## config.mk

```make
export PLATFORM = sky130hd
export DESIGN_NAME = gbsq_pivot_tab
export DESIGN_NICKNAME = d
export VERILOG_FILES = /design/src/rtl/gbsq_pivot_tab.sv
export SDC_FILE = /design/constraint.sdc
export NUM_CORES = 2
export LEC_CHECK = 0
export BUFFER_PORTS_ARGS = -buffer_cell sky130_fd_sc_hd__buf_2
export CAP_MARGIN = 20
export CORE_MARGIN = 2
export CORE_UTILIZATION = 35
export DETAILED_ROUTE_END_ITERATION = 10
export SLEW_MARGIN = 20
export SYNTH_ARGS = -nofsm -noshare
export SYNTH_HDL_FRONTEND = slang
export SYNTH_SLANG_ARGS = --single-unit
```

## constraint.sdc

```tcl
create_clock -name clock -period 4.2 [get_ports clock]
set_input_delay 0.21 -clock clock [delete_from_list [all_inputs] [get_ports clock]]
set_output_delay 0.21 -clock clock [all_outputs]
set_load 0.02 [all_outputs]
```

## src/rtl/gbsq_pivot_tab.sv

```systemverilog
// Pivot table: row number per pivot bit, with a valid flag per entry.
module gbsq_pivot_tab #(
   parameter int PW = 8,
   parameter int RW = 11
) (
   input  logic          clock,
   input  logic          reset,
   input  logic [PW-1:0] addr,
   input  logic          we,
   input  logic [RW-1:0] wrow,
   output logic          rd_valid,
   output logic [RW-1:0] rd_row
);

   logic [RW-1:0]      mem [2**PW];
   logic [2**PW-1:0]   valid_ff;
   logic [2**PW-1:0]   valid_in;
   logic               rd_valid_ff;
   logic [RW-1:0]      rd_row_ff;

   always_comb begin
      valid_in = valid_ff;
      if (we) begin
         valid_in[addr] = 1'b1;
      end
   end

   always_ff @(posedge clock) begin
      if (reset) begin
         valid_ff    <= '0;
         rd_valid_ff <= 1'b0;
      end else begin
         valid_ff    <= valid_in;
         rd_valid_ff <= valid_ff[addr];
      end
   end

   always_ff @(posedge clock) begin
      if (we) begin
         mem[addr] <= wrow;
      end
      rd_row_ff <= mem[addr];
   end

   assign rd_valid = rd_valid_ff;
   assign rd_row   = rd_row_ff;

endmodule

```

==> metrics.md <==
| Metric | Value |
|---|---|
| Status | `finished, final reports clean` |
| Hold slack | `0.0168 ns` |
| Core Region | `334000 sq um` |
| Core Util, Final | `41.0%` |
| Area Growth Syn to Fin | `16.3%` |
| FF-to-FF Start | `mem[247][4]` |
| Syn_nets | `5226` |
| Nets | `5819` |
| Synth Cell Area | `118000 sq um` |
| TNS Setup | `0 ns` |
| Placer Congestion | `0.858` |
| Starting Density | `35.2%` |
| WHS Path Cells | `1` |
| VDD IR max | `0.344 mV` |
| Commonest non-fill, non-tap cells in the layout | `edfxtp_1 (2816), mux4_2 (925), buf_4 (486)` |
| Yosys warning count | `0` |
| Post-Route WL | `319000 microns` |
| Vias in the first global route | `58000` |
| PostCTS Resize Cnt | `0` |
| Post-route ant nets | `0` |
| Post-Place Setup Slack | `0.273 ns` |
| Clock latency on the worst-skew pair | `0.89 ns` |
| Total of max-cap violations | `0` |
| First-pass GRT wire length | `449000 microns` |
| Min Tclk post-route | `3.03 ns` |
| Crit path max fanout | `54` |
| CP Launch Type | `input pin` |
| Clk sink count | `3084` |
| Boundary Pins | `34` |
| Most common cell after layout, fill and taps aside | `edfxtp_1` |
| Critical path endpoint category | `register` |
| Clock-pin slew on the worst setup and hold paths | `0.06 ns` |
| Clock tree buffer depth | `4` |
| Num CTS Buffers | `313` |
| Skew final | `0.0596 ns` |
| Cell count after synthesis | `5204` |
| Die height | `584 microns` |
| Antenna violations before repair | `14` |
| Library cells used by synthesis | `42` |
| Post-detailed-placement half-perimeter wirelength | `197000 microns` |
| Fin. Hold Viols | `0` |
| Relative slew slack | `19.2%` |
| Leak | `43.2 nW` |
| Routed vias | `58000` |
| Vias/cell | `5.55` |
| # setup viols final | `0` |
| Power Dens Cells | `470 nW/um^2` |
| Drt drc | `0` |
| Largest net degree at the start of global routing | `147` |
| CTS tree | `yes` |
| Die area | `341000 sq um` |
| Seq/Total Area, Yosys | `76.4%` |
| Share of layout cells above drive strength 1 | `32.3%` |
| DR WL/cell | `30.6 microns` |
| Yosys reg bits | `3084` |
| Die width | `584 microns` |
| Placed Area | `127000 sq um` |
| Hold Path Origin | `wrow[9]` |
| PortBufs | `33` |
| Drt first pass iters | `5` |
| Crit Path Class | `input pin to register` |
| Worst r2r path cells | `5` |
| F_max | `330 MHz` |
| 1st-iter DRT viols | `6639` |
| Hold Path Sink | `mem[194][9]` |
| Clock Tree Root | `clkbuf_16` |
| GR Overflow Total | `0` |
| Htree depth | `5` |
| Total track usage | `18.5%` |
| Tightest Hold Check Type | `input pin to register` |
| Data required, critical path | `4.95 ns` |
| Worst R2R Setup Slack | `1.30 ns` |
| Crit path DAT | `3.78 ns` |
| Setup WS post-layout | `1.17 ns` |
| Unrepaired setup endpoints after global routing | `no` |
| Slew Viols, Final | `0` |
| R2r endpoint | `rd_row[4]` |
| Final cell area excluding filler cells | `137000 sq um` |
| Period utilization | `72.1%` |
| Avg Cell Area, Syn | `22.6 sq um` |
| Num rows | `212` |
| Slew @ Worst Pin | `1.21 ns` |
## cell type report
cell class	count	area, sq um
Clock inverter	147	1470
Inverter	2	15.0
Antenna cell	13	32.5
Timing Repair Buffer	579	5120
Multi-Input combinational cell	1817	26300
Tap cell	4387	5490
Sequential cell	3084	89900
Fill cell	28800	197000
Clock buffer	418	8560
## metrics by stage
stage | power, W | instances
floorplan | 0.0359 | 5204
global placement | 0.0375 | 9862
finish | 0.0643 | 10400
CTS | 0.0647 | 10400
global route | 0.0660 | 10400
detailed placement | 0.0375 | 9862
## report_power, final
group          internal [W]  switching [W]  leakage [nW]
clock network        0.0157         0.0117          4.86
logic               0.00123        0.00200          10.8
registers            0.0335      0.0000878          27.5
total                0.0505         0.0138          43.2
## worst max path at each step
stage / cells past startpoint / startpoint / slack (ns) / end
2_1_floorplan: 8 / addr[2] / 1.09 / mem[156][0]
3_3_place_gp: 11 / addr[0] / 0.17 / rd_row[8]
3_5_place_dp: 8 / addr[0] / 0.27 / rd_row[3]
4_1_cts: 8 / addr[0] / 1.21 / rd_row[3]
5_1_grt: 8 / addr[0] / 1.08 / rd_row[3]
6_report: 9 / addr[0] / 1.17 / rd_row[5]
## timing repair
action	CTS	global route
buffers inserted	0	0
hold buffers	5	1
endpoints found under the hold margin	76	44
## cell usage after synthesis, drive strengths merged
cell    instances  area (sq um)
mux2            7          78.8
clkbuf        128           480
or3             2          12.5
o221ai          3          26.3
a221oi          8          70.1
mux2i          56           561
buf           173          1040
nand2          67           251
o211ai         10          75.1
nor2b          13          81.3
nor3           11          55.1
mux4          925         20800
or4             5          37.5
a32oi           4          35.0
nand3b          1          7.51
nor2          283          1060
edfxtp       2816         84600
a311oi          1          8.76
a22oi          66           495
a211o           2          17.5
and4            1          8.76
a22o            2          17.5
a21oi          24           120
and2            5          31.3
nand2b         13          81.3
a21boi          2          15.0
inv             1          3.75
or2             1          6.26
nand4           6          37.5
a2111o          1          11.3
clkinv          1          3.75
o21ai           9          45.0
o21a          256          1920
nand3           9          45.0
o22ai          16           100
dfxtp         268          5370
a211oi          4          30.0
nor4            3          18.8
o41ai           1          8.76
## registers in the layout, summed over array words and instances, names as in the netlist
register,count
rd_valid,1
mem,2816
valid_ff,256
rd_row,11
## routing by layer
layer / track usage [%] / vias up / part of all wire, % / wire length, microns
li1: - / 23200 / - / -
met1: 25.5 / 31600 / 40 / 129000
met2: 29.2 / 2616 / 47 / 151000
met3: 3.80 / 518 / 8.7 / 27600
met4: 6.56 / 8 / 3.6 / 11600
met5: 0 / - / 0.013 / 42
## kinds of logic after synthesis
| logic type | count (synthesis) | share of synthesized area (%) |
|---|---|---|
| multiplexers | 988 | 18.2 |
| flip-flops | 3084 | 76.4 |
| buffers and inverters | 303 | 1.30 |
| AO/OA/AOI/OAI | 409 | 2.55 |
| AND/OR/NAND/NOR | 420 | 1.48 |
## worst max-delay path, stage by stage
cell     delay, ns
buf_12        0.44
buf_12        0.33
buf_4         0.34
mux4_2        0.54
mux4_2        0.52
mux2i_1       0.15
buf_4         0.18
o22ai_1       0.30
or4_1         0.53
Power figures use the tool's default switching activity.
